[config.mk]
export PLATFORM = sky130hd
export DESIGN_NAME = ptc_press
export DESIGN_NICKNAME = d
export VERILOG_FILES = /design/src/sv/pressure_temperature_compensation_core_assert.svh /design/src/sv/ptc_pkg.sv /design/src/sv/ptc_press.sv
export SDC_FILE = /design/constraint.sdc
export NUM_CORES = 2
export LEC_CHECK = 0
export BUFFER_PORTS_ARGS = -buffer_cell sky130_fd_sc_hd__buf_2
export CAP_MARGIN = 20
export CORE_MARGIN = 2
export CORE_UTILIZATION = 25
export DETAILED_ROUTE_END_ITERATION = 12
export HOLD_SLACK_MARGIN = 0.05
export PLACE_DENSITY_LB_ADDON = 0.12
export SYNTH_ARGS = -nofsm -noshare
export SYNTH_HDL_FRONTEND = slang
export SYNTH_SLANG_ARGS = --single-unit
[constraint.sdc]
create_clock -name clock -period 9.6 [get_ports clock]
set_input_delay 0.48 -clock clock [delete_from_list [all_inputs] [get_ports clock]]
set_output_delay 0.48 -clock clock [all_outputs]
set_load 0.02 [all_outputs]
[src/sv/pressure_temperature_compensation_core_assert.svh]
// Assertion macros shared by the compensation core RTL.
`ifndef PRESSURE_TEMPERATURE_COMPENSATION_CORE_ASSERT_SVH
`define PRESSURE_TEMPERATURE_COMPENSATION_CORE_ASSERT_SVH

// Consequent checked in the same cycle as the antecedent.
`define PTC_ASSERT_SAME(label, clk, rst, ante, cons, msg) \
   label: assert property (@(posedge clk) disable iff (rst) (ante) |-> (cons)) \
      else $error(msg);

// Consequent checked in the cycle after the antecedent.
`define PTC_ASSERT_NEXT(label, clk, rst, ante, cons, msg) \
   label: assert property (@(posedge clk) disable iff (rst) (ante) |=> (cons)) \
      else $error(msg);

`endif

[src/sv/ptc_pkg.sv]
// Types and constants shared by the compensation core modules.
`default_nettype none
package ptc_pkg;

   localparam int OFF_W  = 40;
   localparam int SENS_W = 40;

   // Calibration register indexes.
   localparam logic [2:0] CSR_PRESSURE_SENSITIVITY   = 3'd0;
   localparam logic [2:0] CSR_PRESSURE_OFFSET        = 3'd1;
   localparam logic [2:0] CSR_SENSITIVITY_TEMP_SLOPE = 3'd2;
   localparam logic [2:0] CSR_OFFSET_TEMP_SLOPE      = 3'd3;
   localparam logic [2:0] CSR_REFERENCE_TEMPERATURE  = 3'd4;
   localparam logic [2:0] CSR_TEMPERATURE_SLOPE      = 3'd5;

   // 20.00 C base of the first-order temperature.
   localparam logic signed [18:0] TEMP_BASE = 19'sd2000;
   // Distance from 20.00 C down to -15.00 C.
   localparam logic signed [19:0] DEEP_COLD_SPAN = 20'sd3500;

   typedef struct packed {
      logic [15:0] pressure_sensitivity;
      logic [15:0] pressure_offset;
      logic [15:0] sensitivity_temp_slope;
      logic [15:0] offset_temp_slope;
      logic [15:0] reference_temperature;
      logic [15:0] temperature_slope;
   } cal_type;

   // First-order results handed to the correction stages.
   typedef struct packed {
      logic [23:0]              pressure_raw;
      logic signed [18:0]       temp;
      logic signed [18:0]       diff;       // temp - 2000
      logic signed [19:0]       cold_diff;  // temp + 1500
      logic                     cold;       // temp below 20 C
      logic                     deep;       // temp below -15 C
      logic [16:0]              ti;
      logic signed [OFF_W-1:0]  off;
      logic signed [SENS_W-1:0] sens;
   } front_type;

   // Corrected terms handed to the pressure stages.
   typedef struct packed {
      logic [23:0]              pressure_raw;
      logic signed [18:0]       temp2;
      logic signed [SENS_W-1:0] sens_net;
      logic signed [OFF_W-1:0]  off_net;
   } corr_type;

   typedef struct packed {
      logic signed [31:0] pressure_decimbar;
      logic signed [18:0] temperature_centi;
   } result_type;

endpackage
`default_nettype wire

[src/sv/ptc_press.sv]
// Pressure stages: split multiply, scaling with truncation, saturation.
`default_nettype none
module ptc_press import ptc_pkg::*; (
   input  logic       clock,
   input  logic       reset,
   input  logic       in_valid,
   output logic       in_ready,
   input  corr_type   in_data,
   output logic       out_valid,
   input  logic       out_ready,
   output result_type out_data
);

   localparam int STAGES = 5;
   localparam logic signed [43:0] PRES_MAX = 44'sd2147483647;
   localparam logic signed [43:0] PRES_MIN = -44'sd2147483648;

   logic [STAGES-1:0] valid_ff;
   logic [STAGES-1:0] adv;

   always_comb begin
      adv[STAGES-1] = !valid_ff[STAGES-1] || out_ready;
      for (int k = STAGES - 2; k >= 0; k--) begin
         adv[k] = !valid_ff[k] || adv[k+1];
      end
   end

   always_ff @(posedge clock) begin
      if (reset) begin
         valid_ff <= '0;
      end else begin
         if (adv[0]) begin
            valid_ff[0] <= in_valid;
         end
         for (int k = 1; k < STAGES; k++) begin
            if (adv[k]) begin
               valid_ff[k] <= valid_ff[k-1];
            end
         end
      end
   end

   assign in_ready  = adv[0];
   assign out_valid = valid_ff[STAGES-1];

   // Stage 0: D1 times the low and high halves of the net sensitivity.
   logic [19:0]             sens_lo;
   logic signed [19:0]      sens_hi;
   logic [43:0]             plo_in, plo_s0_ff;
   logic signed [44:0]      phi_in, phi_s0_ff;
   logic signed [18:0]      temp2_s0_ff;
   logic signed [OFF_W-1:0] off_s0_ff;

   assign sens_lo = in_data.sens_net[19:0];
   assign sens_hi = in_data.sens_net[39:20];
   assign plo_in  = in_data.pressure_raw * sens_lo;
   assign phi_in  = $signed({1'b0, in_data.pressure_raw}) * sens_hi;

   always_ff @(posedge clock) begin
      if (adv[0]) begin
         plo_s0_ff   <= plo_in;
         phi_s0_ff   <= phi_in;
         temp2_s0_ff <= in_data.temp2;
         off_s0_ff   <= in_data.off_net;
      end
   end

   // Stage 1: combine partial products.
   logic signed [63:0]      prod_in, prod_s1_ff;
   logic signed [18:0]      temp2_s1_ff;
   logic signed [OFF_W-1:0] off_s1_ff;

   assign prod_in = (64'(phi_s0_ff) <<< 20) + $signed({20'h00000, plo_s0_ff});

   always_ff @(posedge clock) begin
      if (adv[1]) begin
         prod_s1_ff  <= prod_in;
         temp2_s1_ff <= temp2_s0_ff;
         off_s1_ff   <= off_s0_ff;
      end
   end

   // Stage 2: divide by 2^21 toward zero.
   logic signed [63:0]      prod_adj, prod_q;
   logic signed [42:0]      a_s2_ff;
   logic signed [18:0]      temp2_s2_ff;
   logic signed [OFF_W-1:0] off_s2_ff;

   assign prod_adj = prod_s1_ff + (prod_s1_ff[63] ? 64'sd2097151 : 64'sd0);
   assign prod_q   = prod_adj >>> 21;

   always_ff @(posedge clock) begin
      if (adv[2]) begin
         a_s2_ff     <= prod_q[42:0];
         temp2_s2_ff <= temp2_s1_ff;
         off_s2_ff   <= off_s1_ff;
      end
   end

   // Stage 3: subtract the net offset.
   logic signed [43:0] b_in, b_s3_ff;
   logic signed [18:0] temp2_s3_ff;

   assign b_in = $signed({a_s2_ff[42], a_s2_ff})
               - $signed({{4{off_s2_ff[OFF_W-1]}}, off_s2_ff});

   always_ff @(posedge clock) begin
      if (adv[3]) begin
         b_s3_ff     <= b_in;
         temp2_s3_ff <= temp2_s2_ff;
      end
   end

   // Stage 4: divide by 2^13 toward zero and clamp to 32 bits.
   logic signed [43:0] b_adj, pres_q;
   result_type         result_in, result_ff;

   assign b_adj  = b_s3_ff + (b_s3_ff[43] ? 44'sd8191 : 44'sd0);
   assign pres_q = b_adj >>> 13;

   always_comb begin
      result_in.temperature_centi = temp2_s3_ff;
      if (pres_q > PRES_MAX) begin
         result_in.pressure_decimbar = PRES_MAX[31:0];
      end else if (pres_q < PRES_MIN) begin
         result_in.pressure_decimbar = PRES_MIN[31:0];
      end else begin
         result_in.pressure_decimbar = pres_q[31:0];
      end
   end

   always_ff @(posedge clock) begin
      if (adv[4]) begin
         result_ff <= result_in;
      end
   end

   assign out_data = result_ff;

endmodule
`default_nettype wire

==> run_results.csv <==
group,metric,value,unit
layout,nFillCells,21998,
global_route,grt_pass1_vias,36510,
critical_path,reg2reg_depth,13,
clocking,clk_latency,0.65,ns
critical_path,rr_startpoint,"plo_s0_ff[20]$_DFFE_PP_",
critical_path,timing_worst_setup_path_type,"in -> reg",
clocking,clk_transition_reported_paths,0.06,ns
floorplan,fp-row-count,168,
clocking,cts_tree,"done",
critical_path,setup.worst_path.start_class,"input port",
global_route,antenna_found_initial,10,
routing,drt-wirelength-per-cell,18.50,um
place,place.port_buffers,179,
floorplan,initial_utilization,25.08,%
min_path,hold_class,"in -> reg",
routing,drc,0,
routing,wl_met3,5239,um
timing,worstMarginPinSlew,1.017,ns
place,dpl_cell_area,56610,um^2
global_route,grt_max_degree,64,
status,run_status,"finished clean",
critical_path,cp.arrival,8.75,ns
job,maxCapViolCount,0,
timing,hold_violations,0,
synthesis,synth_cells,4966,
floorplan,boundaryPins,180,
layout,finalNonFillerCells,7984,
floorplan,die-area,213500,um^2
synthesis,syn_area,52460,um^2
critical_path,crit_end,"phi_s0_ff[36]$_DFFE_PP_",
synthesis,synth_area_per_cell,10.56,um^2
layout,nets,6467,
timing,max_freq,0.1201,GHz
clocking,cts-buffers-inserted,58,
synthesis,synth.distinct_cells,86,
layout,fin_area,59280,um^2
clocking,hold_buffers,60,
layout,syn_to_final_growth,12.99,%
timing,fin_crit,8.323,ns
routing,highest_layer,"met5",
routing,wl_met1,71620,um
critical_path,regToRegSetupSlack,5.84,ns
routing,met2WireLength,68060,um
routing,wl,147700,um
timing,tns,0,ns
timing,slew_viol_final,0,
floorplan,fp.coreArea,209200,um^2
synthesis,ys_seq_elements,491,
synthesis,ys_async_sr_fraction,0,%
timing,finalSetupViolations,0,
global_route,grt_overflow_total,0,
routing,drt_pass1_iterations,5,
floorplan,die_w,462.1,um
place,place_congestion,0.8116,
synthesis,synth_warnings,0,
synthesis,synth_nets,6308,
routing,dr.first_iter.drc_count,1842,
global_route,track_usage,13.99,%
synthesis,ys.flop_type,"edfxtp_1",
routing,routed_via_density,4.234,
synthesis,synth-edff-count,486,
critical_path,crit_path_start,"in_data[110]",
timing,finClkSkew,0.02191,ns
critical_path,cp.required,10.03,ns
routing,num_vias,33803,
routing,ant_nets,0,
critical_path,r2r_end,"prod_s1_ff[58]$_DFFE_PP_",
layout,drive_above_1_share,7.480,%
layout,final_common_cell,"inv_1",
clocking,clock_path_buffers,3,
clocking,h-tree-depth,2,
layout,layout_common_cells,"inv_1, fa_1, nand2_1, edfxtp_1, and2_1",
timing,period_share,86.70,%
synthesis,seq_area_frac_synth,28.01,%
place,place_hpwl,114800,um
critical_path,worst_setup_path_end_kind,"flip-flop",
global_route,grt_pass1_wl,227000,um
timing,max-slew-margin-rel,32.21,%
clocking,ctsRootBufferMaster,"clkbuf_16",
timing,rsz0062_at_grt,"no",
critical_path,critPathMaxFanout,23,
floorplan,die_h,462.1,um
clocking,cts_sinks,491,
clocking,cts_resized,0,
place,dp.cells,7810,
clocking,cts_setup_buffers,0,
[cell type report]
class / instances / area (um^2) / share of cell area [%]
Multi-Input combinational cell: 3326 / 33450 / 56.44
Sequential cell: 491 / 14690 / 24.79
Inverter: 948 / 3561 / 6.007
Tap cell: 2805 / 3510 / 5.921
Timing Repair Buffer: 300 / 1992 / 3.360
Clock buffer: 66 / 1503 / 2.535
Clock inverter: 43 / 549.3 / 0.9266
Antenna cell: 5 / 12.51 / 0.02111
[critical path: stages]
cell and delay (ns):
buf_2 0.62, buf_4 0.29, buf_4 0.22, nand2_1 0.10
fa_1 0.54, inv_1 0.05, fa_1 0.48, fa_1 0.58
fa_1 0.44, fa_1 0.46, fa_1 0.51, inv_1 0.05
fa_1 0.47, inv_1 0.04, ha_1 0.37, nand2_1 0.14
nor4_1 0.71, nand3_1 0.17, a2111oi_1 0.72, o21ai_1 0.33
a21oi_2 0.34, and2_1 0.20, a21oi_1 0.09, xnor2_1 0.30
[synth_stat cells, types with 23 or more instances]
cell	instances	area, um^2
ha_1	428	5355
nand2_1	597	2241
xor2_1	75	656.9
and3_1	28	175.2
nor3_1	23	115.1
inv_1	948	3558
a21oi_1	130	650.6
o21ai_0	48	240.2
nor2_1	122	457.9
xnor2_1	154	1349
nand3_1	53	265.3
fa_1	787	15760
a31oi_1	25	156.4
nor2b_1	24	150.1
edfxtp_1	486	14590
and2_1	469	2934
clkbuf_1	195	732.0
a21o_1	92	690.7
nand4_1	26	162.7
nand2b_1	34	212.7
[sequential cells by signal, indices dropped and copies added, names as in the netlist]
signal       cells
a_s2_ff         43
b_s3_ff         44
off_s0_ff       40
off_s1_ff       40
off_s2_ff       40
out_data        51
phi_s0_ff       44
plo_s0_ff       44
prod_s1_ff      64
temp2_s0_ff     19
temp2_s1_ff     19
temp2_s2_ff     19
temp2_s3_ff     19
valid_ff         5
[per-stage QoR]
step / hold WS (ns) / utilization [%] / setup slack [ns]
2_1_floorplan: 0.4003 / - / 2.771
3_3_place_gp: 0.4006 / 27.07 / 0.6016
3_5_place_dp: 0.4045 / 27.07 / 0.5701
4_1_cts: 0.05147 / 28.34 / 1.246
5_1_grt: 0.07127 / 28.34 / 0.8645
6_report: 0.1026 / 28.34 / 1.277
[logic make-up after synthesis]
kind of cell / after synthesis / synth area share [%]
AND/OR/NAND/NOR: 1425 / 13.61
adder cells (fa/ha/maj): 1215 / 40.24
buffers and inverters: 1149 / 8.264
flip-flops: 491 / 28.01
AO/OA/AOI/OAI: 453 / 5.974
XOR/XNOR: 229 / 3.823
multiplexers: 4 / 0.07632
[metal layers]
metal / global-route usage [%] / vias up
met2: 22.71 / 497
li1: - / 15958
met5: 0 / -
met4: 2.745 / 2
met3: 1.640 / 135
met1: 20.02 / 17211
[how the worst min path moves through the flow]
stage                              startpoint                        end  slack, ns  cells past startpoint
floorplan              off_s0_ff[0]$_DFFE_PP_     off_s1_ff[0]$_DFFE_PP_       0.40                      0
global placement    temp2_s2_ff[13]$_DFFE_PP_  temp2_s3_ff[13]$_DFFE_PP_       0.40                      0
detailed placement    off_s1_ff[17]$_DFFE_PP_    off_s2_ff[17]$_DFFE_PP_       0.40                      0
CTS                                  in_valid   valid_ff[0]$_SDFFE_PP0P_       0.05                      3
global route                         in_valid   valid_ff[0]$_SDFFE_PP0P_       0.07                      3
finish                               in_valid   valid_ff[0]$_SDFFE_PP0P_       0.10                      3
Power is not shown: default switching activity piles up to over one toggle a cycle in this logic, so the estimate is an artifact.
