$ cat config.mk
export PLATFORM = sky130hd
export DESIGN_NAME = ptc_corr
export DESIGN_NICKNAME = d
export VERILOG_FILES = /design/src/sv/pressure_temperature_compensation_core_assert.svh /design/src/sv/ptc_pkg.sv /design/src/sv/ptc_corr.sv
export SDC_FILE = /design/constraint.sdc
export NUM_CORES = 2
export LEC_CHECK = 0
export BUFFER_PORTS_ARGS = -buffer_cell sky130_fd_sc_hd__buf_4
export CORE_MARGIN = 4
export CORE_UTILIZATION = 64
export DETAILED_ROUTE_END_ITERATION = 10
export GPL_TIMING_DRIVEN = 0
export PLACE_DENSITY = 0.95
export REMOVE_ABC_BUFFERS = 1
export SLEW_MARGIN = 20
export SYNTH_ARGS = -nofsm -noshare
export SYNTH_HDL_FRONTEND = slang
export SYNTH_SLANG_ARGS = --single-unit
$ cat constraint.sdc
create_clock -name clock -period 8.4 [get_ports clock]
set_input_delay 0.42 -clock clock [delete_from_list [all_inputs] [get_ports clock]]
set_output_delay 0.42 -clock clock [all_outputs]
set_load 0.05 [all_outputs]
$ cat src/sv/pressure_temperature_compensation_core_assert.svh
// Assertion macros shared by the compensation core RTL.
`ifndef PRESSURE_TEMPERATURE_COMPENSATION_CORE_ASSERT_SVH
`define PRESSURE_TEMPERATURE_COMPENSATION_CORE_ASSERT_SVH

// Consequent checked in the same cycle as the antecedent.
`define PTC_ASSERT_SAME(label, clk, rst, ante, cons, msg) \
   label: assert property (@(posedge clk) disable iff (rst) (ante) |-> (cons)) \
      else $error(msg);

// Consequent checked in the cycle after the antecedent.
`define PTC_ASSERT_NEXT(label, clk, rst, ante, cons, msg) \
   label: assert property (@(posedge clk) disable iff (rst) (ante) |=> (cons)) \
      else $error(msg);

`endif

$ cat src/sv/ptc_pkg.sv
// Types and constants shared by the compensation core modules.
`default_nettype none
package ptc_pkg;

   localparam int OFF_W  = 40;
   localparam int SENS_W = 40;

   // Calibration register indexes.
   localparam logic [2:0] CSR_PRESSURE_SENSITIVITY   = 3'd0;
   localparam logic [2:0] CSR_PRESSURE_OFFSET        = 3'd1;
   localparam logic [2:0] CSR_SENSITIVITY_TEMP_SLOPE = 3'd2;
   localparam logic [2:0] CSR_OFFSET_TEMP_SLOPE      = 3'd3;
   localparam logic [2:0] CSR_REFERENCE_TEMPERATURE  = 3'd4;
   localparam logic [2:0] CSR_TEMPERATURE_SLOPE      = 3'd5;

   // 20.00 C base of the first-order temperature.
   localparam logic signed [18:0] TEMP_BASE = 19'sd2000;
   // Distance from 20.00 C down to -15.00 C.
   localparam logic signed [19:0] DEEP_COLD_SPAN = 20'sd3500;

   typedef struct packed {
      logic [15:0] pressure_sensitivity;
      logic [15:0] pressure_offset;
      logic [15:0] sensitivity_temp_slope;
      logic [15:0] offset_temp_slope;
      logic [15:0] reference_temperature;
      logic [15:0] temperature_slope;
   } cal_type;

   // First-order results handed to the correction stages.
   typedef struct packed {
      logic [23:0]              pressure_raw;
      logic signed [18:0]       temp;
      logic signed [18:0]       diff;       // temp - 2000
      logic signed [19:0]       cold_diff;  // temp + 1500
      logic                     cold;       // temp below 20 C
      logic                     deep;       // temp below -15 C
      logic [16:0]              ti;
      logic signed [OFF_W-1:0]  off;
      logic signed [SENS_W-1:0] sens;
   } front_type;

   // Corrected terms handed to the pressure stages.
   typedef struct packed {
      logic [23:0]              pressure_raw;
      logic signed [18:0]       temp2;
      logic signed [SENS_W-1:0] sens_net;
      logic signed [OFF_W-1:0]  off_net;
   } corr_type;

   typedef struct packed {
      logic signed [31:0] pressure_decimbar;
      logic signed [18:0] temperature_centi;
   } result_type;

endpackage
`default_nettype wire

$ cat src/sv/ptc_corr.sv
// Second-order correction stages: squares, OFFi and SENSi, net terms.
`default_nettype none
module ptc_corr import ptc_pkg::*; (
   input  logic      clock,
   input  logic      reset,
   input  logic      in_valid,
   output logic      in_ready,
   input  front_type in_data,
   output logic      out_valid,
   input  logic      out_ready,
   output corr_type  out_data
);

   localparam int STAGES = 3;

   logic [STAGES-1:0] valid_ff;
   logic [STAGES-1:0] adv;

   always_comb begin
      adv[STAGES-1] = !valid_ff[STAGES-1] || out_ready;
      for (int k = STAGES - 2; k >= 0; k--) begin
         adv[k] = !valid_ff[k] || adv[k+1];
      end
   end

   always_ff @(posedge clock) begin
      if (reset) begin
         valid_ff <= '0;
      end else begin
         if (adv[0]) begin
            valid_ff[0] <= in_valid;
         end
         for (int k = 1; k < STAGES; k++) begin
            if (adv[k]) begin
               valid_ff[k] <= valid_ff[k-1];
            end
         end
      end
   end

   assign in_ready  = adv[0];
   assign out_valid = valid_ff[STAGES-1];

   // Stage 0: squares and final temperature.
   logic signed [37:0]       sqa_full;
   logic signed [39:0]       sqb_full;
   logic [34:0]              sqa_s0_ff, sqb_s0_ff;
   logic signed [18:0]       temp2_in, temp2_s0_ff;
   logic [23:0]              d1_s0_ff;
   logic                     cold_s0_ff, deep_s0_ff;
   logic signed [OFF_W-1:0]  off_s0_ff;
   logic signed [SENS_W-1:0] sens_s0_ff;

   assign sqa_full = in_data.diff * in_data.diff;
   assign sqb_full = in_data.cold_diff * in_data.cold_diff;
   assign temp2_in = in_data.temp - $signed({2'b00, in_data.ti});

   always_ff @(posedge clock) begin
      if (adv[0]) begin
         sqa_s0_ff   <= sqa_full[34:0];
         sqb_s0_ff   <= sqb_full[34:0];
         temp2_s0_ff <= temp2_in;
         d1_s0_ff    <= in_data.pressure_raw;
         cold_s0_ff  <= in_data.cold;
         deep_s0_ff  <= in_data.deep;
         off_s0_ff   <= in_data.off;
         sens_s0_ff  <= in_data.sens;
      end
   end

   // Stage 1: OFFi and SENSi by band.
   logic [36:0]              tri_a;
   logic [37:0]              five_a, seven_b, four_b;
   logic [38:0]              offi_in, offi_s1_ff;
   logic [38:0]              sensi_in, sensi_s1_ff;
   logic [23:0]              d1_s1_ff;
   logic signed [18:0]       temp2_s1_ff;
   logic signed [OFF_W-1:0]  off_s1_ff;
   logic signed [SENS_W-1:0] sens_s1_ff;

   assign tri_a   = {2'b00, sqa_s0_ff} + {1'b0, sqa_s0_ff, 1'b0};
   assign five_a  = {3'b000, sqa_s0_ff} + {1'b0, sqa_s0_ff, 2'b00};
   assign seven_b = {sqb_s0_ff, 3'b000} - {3'b000, sqb_s0_ff};
   assign four_b  = {1'b0, sqb_s0_ff, 2'b00};

   always_comb begin
      if (cold_s0_ff) begin
         offi_in  = {3'b000, tri_a[36:1]}
                  + (deep_s0_ff ? {1'b0, seven_b} : 39'd0);
         sensi_in = {4'b0000, five_a[37:3]}
                  + (deep_s0_ff ? {1'b0, four_b} : 39'd0);
      end else begin
         offi_in  = {8'h00, sqa_s0_ff[34:4]};
         sensi_in = '0;
      end
   end

   always_ff @(posedge clock) begin
      if (adv[1]) begin
         offi_s1_ff  <= offi_in;
         sensi_s1_ff <= sensi_in;
         d1_s1_ff    <= d1_s0_ff;
         temp2_s1_ff <= temp2_s0_ff;
         off_s1_ff   <= off_s0_ff;
         sens_s1_ff  <= sens_s0_ff;
      end
   end

   // Stage 2: net offset and sensitivity.
   corr_type corr_in, corr_ff;

   always_comb begin
      corr_in.pressure_raw = d1_s1_ff;
      corr_in.temp2        = temp2_s1_ff;
      corr_in.sens_net     = sens_s1_ff - $signed({1'b0, sensi_s1_ff});
      corr_in.off_net      = off_s1_ff - $signed({1'b0, offi_s1_ff});
   end

   always_ff @(posedge clock) begin
      if (adv[2]) begin
         corr_ff <= corr_in;
      end
   end

   assign out_data = corr_ff;

endmodule
`default_nettype wire

==> impl_results.md <==
- Port Buffers: 309
- Critical Path Sink Type: flip-flop
- TritonCTS buffer count: 48
- Clk slew on worst S/H paths: ~70 ps
- Clock period minus worst slack: approximately 7400 ps
- Clock Latency Late Sink: 610 ps
- CP cell instances: buf_4 -> nand2_1 -> inv_1 -> fa_1 -> fa_1 -> inv_1 -> fa_1 -> inv_1 -> fa_1 -> fa_1 -> fa_1 -> inv_1 -> fa_1 -> inv_1 -> ha_1 -> and3_1 -> a221o_1 -> a21oi_1 -> nand2_1 -> a21oi_1 -> a311oi_1 -> a2111o_1 -> a21oi_1 -> xnor2_1
- First DRT Iteration DRCs: ~3,000
- Outcome: finished clean
- Die Height: ~300 um
- First-pass GRT wire length: roughly 220 mm
- Synthesized instance count: 5,075
- WHS: around 18 ps
- Grt total ovfl: 0
- Depth of the CTS H-tree: 2
- Unrepaired setup endpoints after global routing: no
- Post-DP HPWL: 103 mm
- Netlist cell types: 85
- Post-synth top area cell: edfxtp_1
- Final Skew: about 53 ps
- Vias in the first global route: about 43,000
- Core ar.: around 82,000 sq um
- Main flop type after synthesis: edfxtp_1
- Reg2reg path depth: 21
- Crit path launch: in_data[118]
- ANT nets after route: 0
- Pre-antenna DRT Iters: 7
- Synth area leaders: edfxtp_1, fa_1, ha_1, inv_1, xnor2_1
- # IOs: between 300 and 400
- CP delay by family, top: adder cells
- # DRC: 0
- Most frequent CP cell: fa_1
- Hold Violations, Final: 0
- Wirelength, routed: ~140 mm
- Cell Area, Synth: between 50,000 and 60,000 sq um
- Achievable frequency: around 130 MHz
- Final worst-path cycle share: 88.4%
- Die ar.: 87,600 sq um
- Post-synth EDFFs: approximately 520
- Starting Density: roughly 65%
- Worst EP arrival: just under 8000 ps
- Critical R2R Capture: sensi_s1_ff[37]$_SDFFCE_PN0P_
- Worst path bufs/invs: 6
- Critical path class: input port to flip-flop
- Critical Path End: sqb_s0_ff[33]$_DFFE_PP_
- CP max stage cell: fa_1
- CTS sink count: around 520
- Setup TNS Final: 0 ps
- Clock tree buffer depth: 3
- M1 GR Usage: 36.8%
- Crit-path max FO: 31
- WL/cell: ~21 um
- Nets: about 6,800
- Initial antenna violation count: 6
- Post-CTS setup buffer count: 0
- Least-Margin Pin Slew: roughly 860 ps
- Syn. warnings: 0
- Critical path's largest stage delay: 610 ps
- GRT busiest layer: met2
- HP Class: input port to flip-flop
- DR vias/cell: ~6.0
- Via Count: a little under 40,000
- Stages on the worst setup path: 24
- Area grow syn2layout: 11.5%
- Worst Path Required: 8720 ps
- Synth async-reset ratio: 0%
- Flop-to-flop setup slack: about 1800 ps
- RR Startpoint: sqa_s0_ff[2]$_DFFE_PP_
- # rows: 105
- Layout cells sized above 1: between 8 and 9%
- Gr usage total: around a third
- Gpl congestion: a little under 1
- Area share of the largest cell type after synthesis: approximately 30%
- Synth Area per Inst: 10.5 sq um
- Die Span X: roughly 300 um
- Largest net degree at the start of global routing: 108
- Number of synthesized register bits: 519
- Clk root buf: clkbuf_16
- Met2 capacity usage during global routing: between 50% and 60%
- Slew Viols, Final: 0
- Max Cap Violations: 0
- Sequential cell area fraction in the yosys report: roughly 29%
- CP startpoint kind: input port
- Setup Viol. Count Final: 0
- M3 GR Usage: approximately 5.6%
- CTS tree: built
- Slew margin rel.: a little over two fifths
[worst reg2reg max path, cell delays in order, from the launching register on]
cell	delay (ps)
edfxtp_1	510
and2_1	220
ha_1	210
a211o_1	360
a2111oi_2	480
nor3_1	140
or2_2	330
a21oi_1	300
nor2b_1	70
or3_1	330
xor2_1	180
ha_1	370
and2_1	220
o21ai_0	100
o21ai_0	240
a22oi_1	170
a211oi_1	430
nor3_1	140
o21ai_0	580
a31o_2	250
a21oi_1	60
nor4_1	660
[worst min-delay path by stage]
stage                             from                       to  slack [ps]  cells after the start
6_report                  in_data[167]   d1_s0_ff[10]$_DFFE_PP_          20                      1
5_1_grt                     in_data[3]  sens_s0_ff[3]$_DFFE_PP_           2                      1
4_1_cts                    in_data[46]   off_s0_ff[6]$_DFFE_PP_         0.2                      1
3_5_place_dp   off_s0_ff[22]$_DFFE_PP_  off_s1_ff[22]$_DFFE_PP_         400                      0
3_3_place_gp    d1_s1_ff[23]$_DFFE_PP_  out_data[122]$_DFFE_PP_         400                      0
2_1_floorplan    d1_s0_ff[0]$_DFFE_PP_    d1_s1_ff[0]$_DFFE_PP_         400                      0
[placed cells by master (no fill, tap or decap), drive strengths merged, types with 19 or more instances in the layout]
master	n
xnor2	222
clkinv	23
fa	662
edfxtp	516
and2	185
a21o	122
nor2	268
xor2	95
nor3	53
nor2b	60
nand2b	52
a211o	24
dlygate4sd3	97
nand3	51
inv	992
clkbuf	53
a21oi	269
and3	40
o21a	57
buf	318
nand4	19
o21bai	50
ha	470
nand2	328
mux2	27
a211oi	41
o21ai	138
a31oi	25
[cell usage after synthesis (60+ instances only)]
| cell type | n |
|---|---|
| inv_1 | 990 |
| fa_1 | 662 |
| edfxtp_1 | 516 |
| ha_1 | 470 |
| nand2_1 | 328 |
| a21oi_1 | 268 |
| nor2_1 | 268 |
| xnor2_1 | 222 |
| and2_1 | 185 |
| o21ai_0 | 128 |
| a21o_1 | 120 |
| clkbuf_1 | 100 |
| xor2_1 | 95 |
| nor2b_1 | 60 |
[state kept, by name, indices dropped and copies added (netlist names), 24 cells and up]
signal / count
sqb_s0_ff: 34
sens_s1_ff: 40
offi_s1_ff: 39
sqa_s0_ff: 34
off_s0_ff: 40
sensi_s1_ff: 38
d1_s0_ff: 24
d1_s1_ff: 24
sens_s0_ff: 40
out_data: 123
off_s1_ff: 40
[final cells by class]
class | instances | area [sq um]
antenna | 5 | 12.5
clock buffer | 53 | 1220
clock inverter | 36 | 404
fill | 5056 | 23000
inverter | 990 | 3730
multi-input combinational | 3465 | 33400
sequential | 519 | 15600
tap | 1070 | 1340
timing repair buffer | 415 | 3500
[metrics by stage]
step	utilization (%)	worst slack [ps]	area (sq um)	std cells
finish	72.0	973	59200	6553
floorplan	-	1760	52700	4974
global route	72.0	688	59200	6552
CTS	72.0	1090	59100	6548
global placement	68.6	472	56300	6353
detailed placement	68.9	543	56600	6362
[metal layers]
metal	share of wire, %	vias up
met4	6.0	0
met3	8.2	640
li1	-	17500
met2	51	2141
met1	35	19300
met5	0	-
[logic make-up (layout without fill, tap and decap cells)]
group / count (synthesis) / in the layout / share of synthesized area, %
buf+inv: 1091 / 1494 / 7.73
mux: 31 / 31 / 0.649
xor+xnor: 317 / 317 / 5.23
compound gates: 852 / 852 / 10.6
simple gates: 1132 / 1132 / 10.4
fa+ha+maj: 1132 / 1132 / 36.1
other cells: 1 / 6 / 0.00707
flops: 519 / 519 / 29.3
[repair_timing]
action | 4_1_cts | 5_1_grt
hold buffers | 97 | 0
endpoints found under the hold margin | 99 | 0
resized for setup | 0 | 0
Power is not shown: default switching activity piles up to over one toggle a cycle in this logic, so the estimate is an artifact.
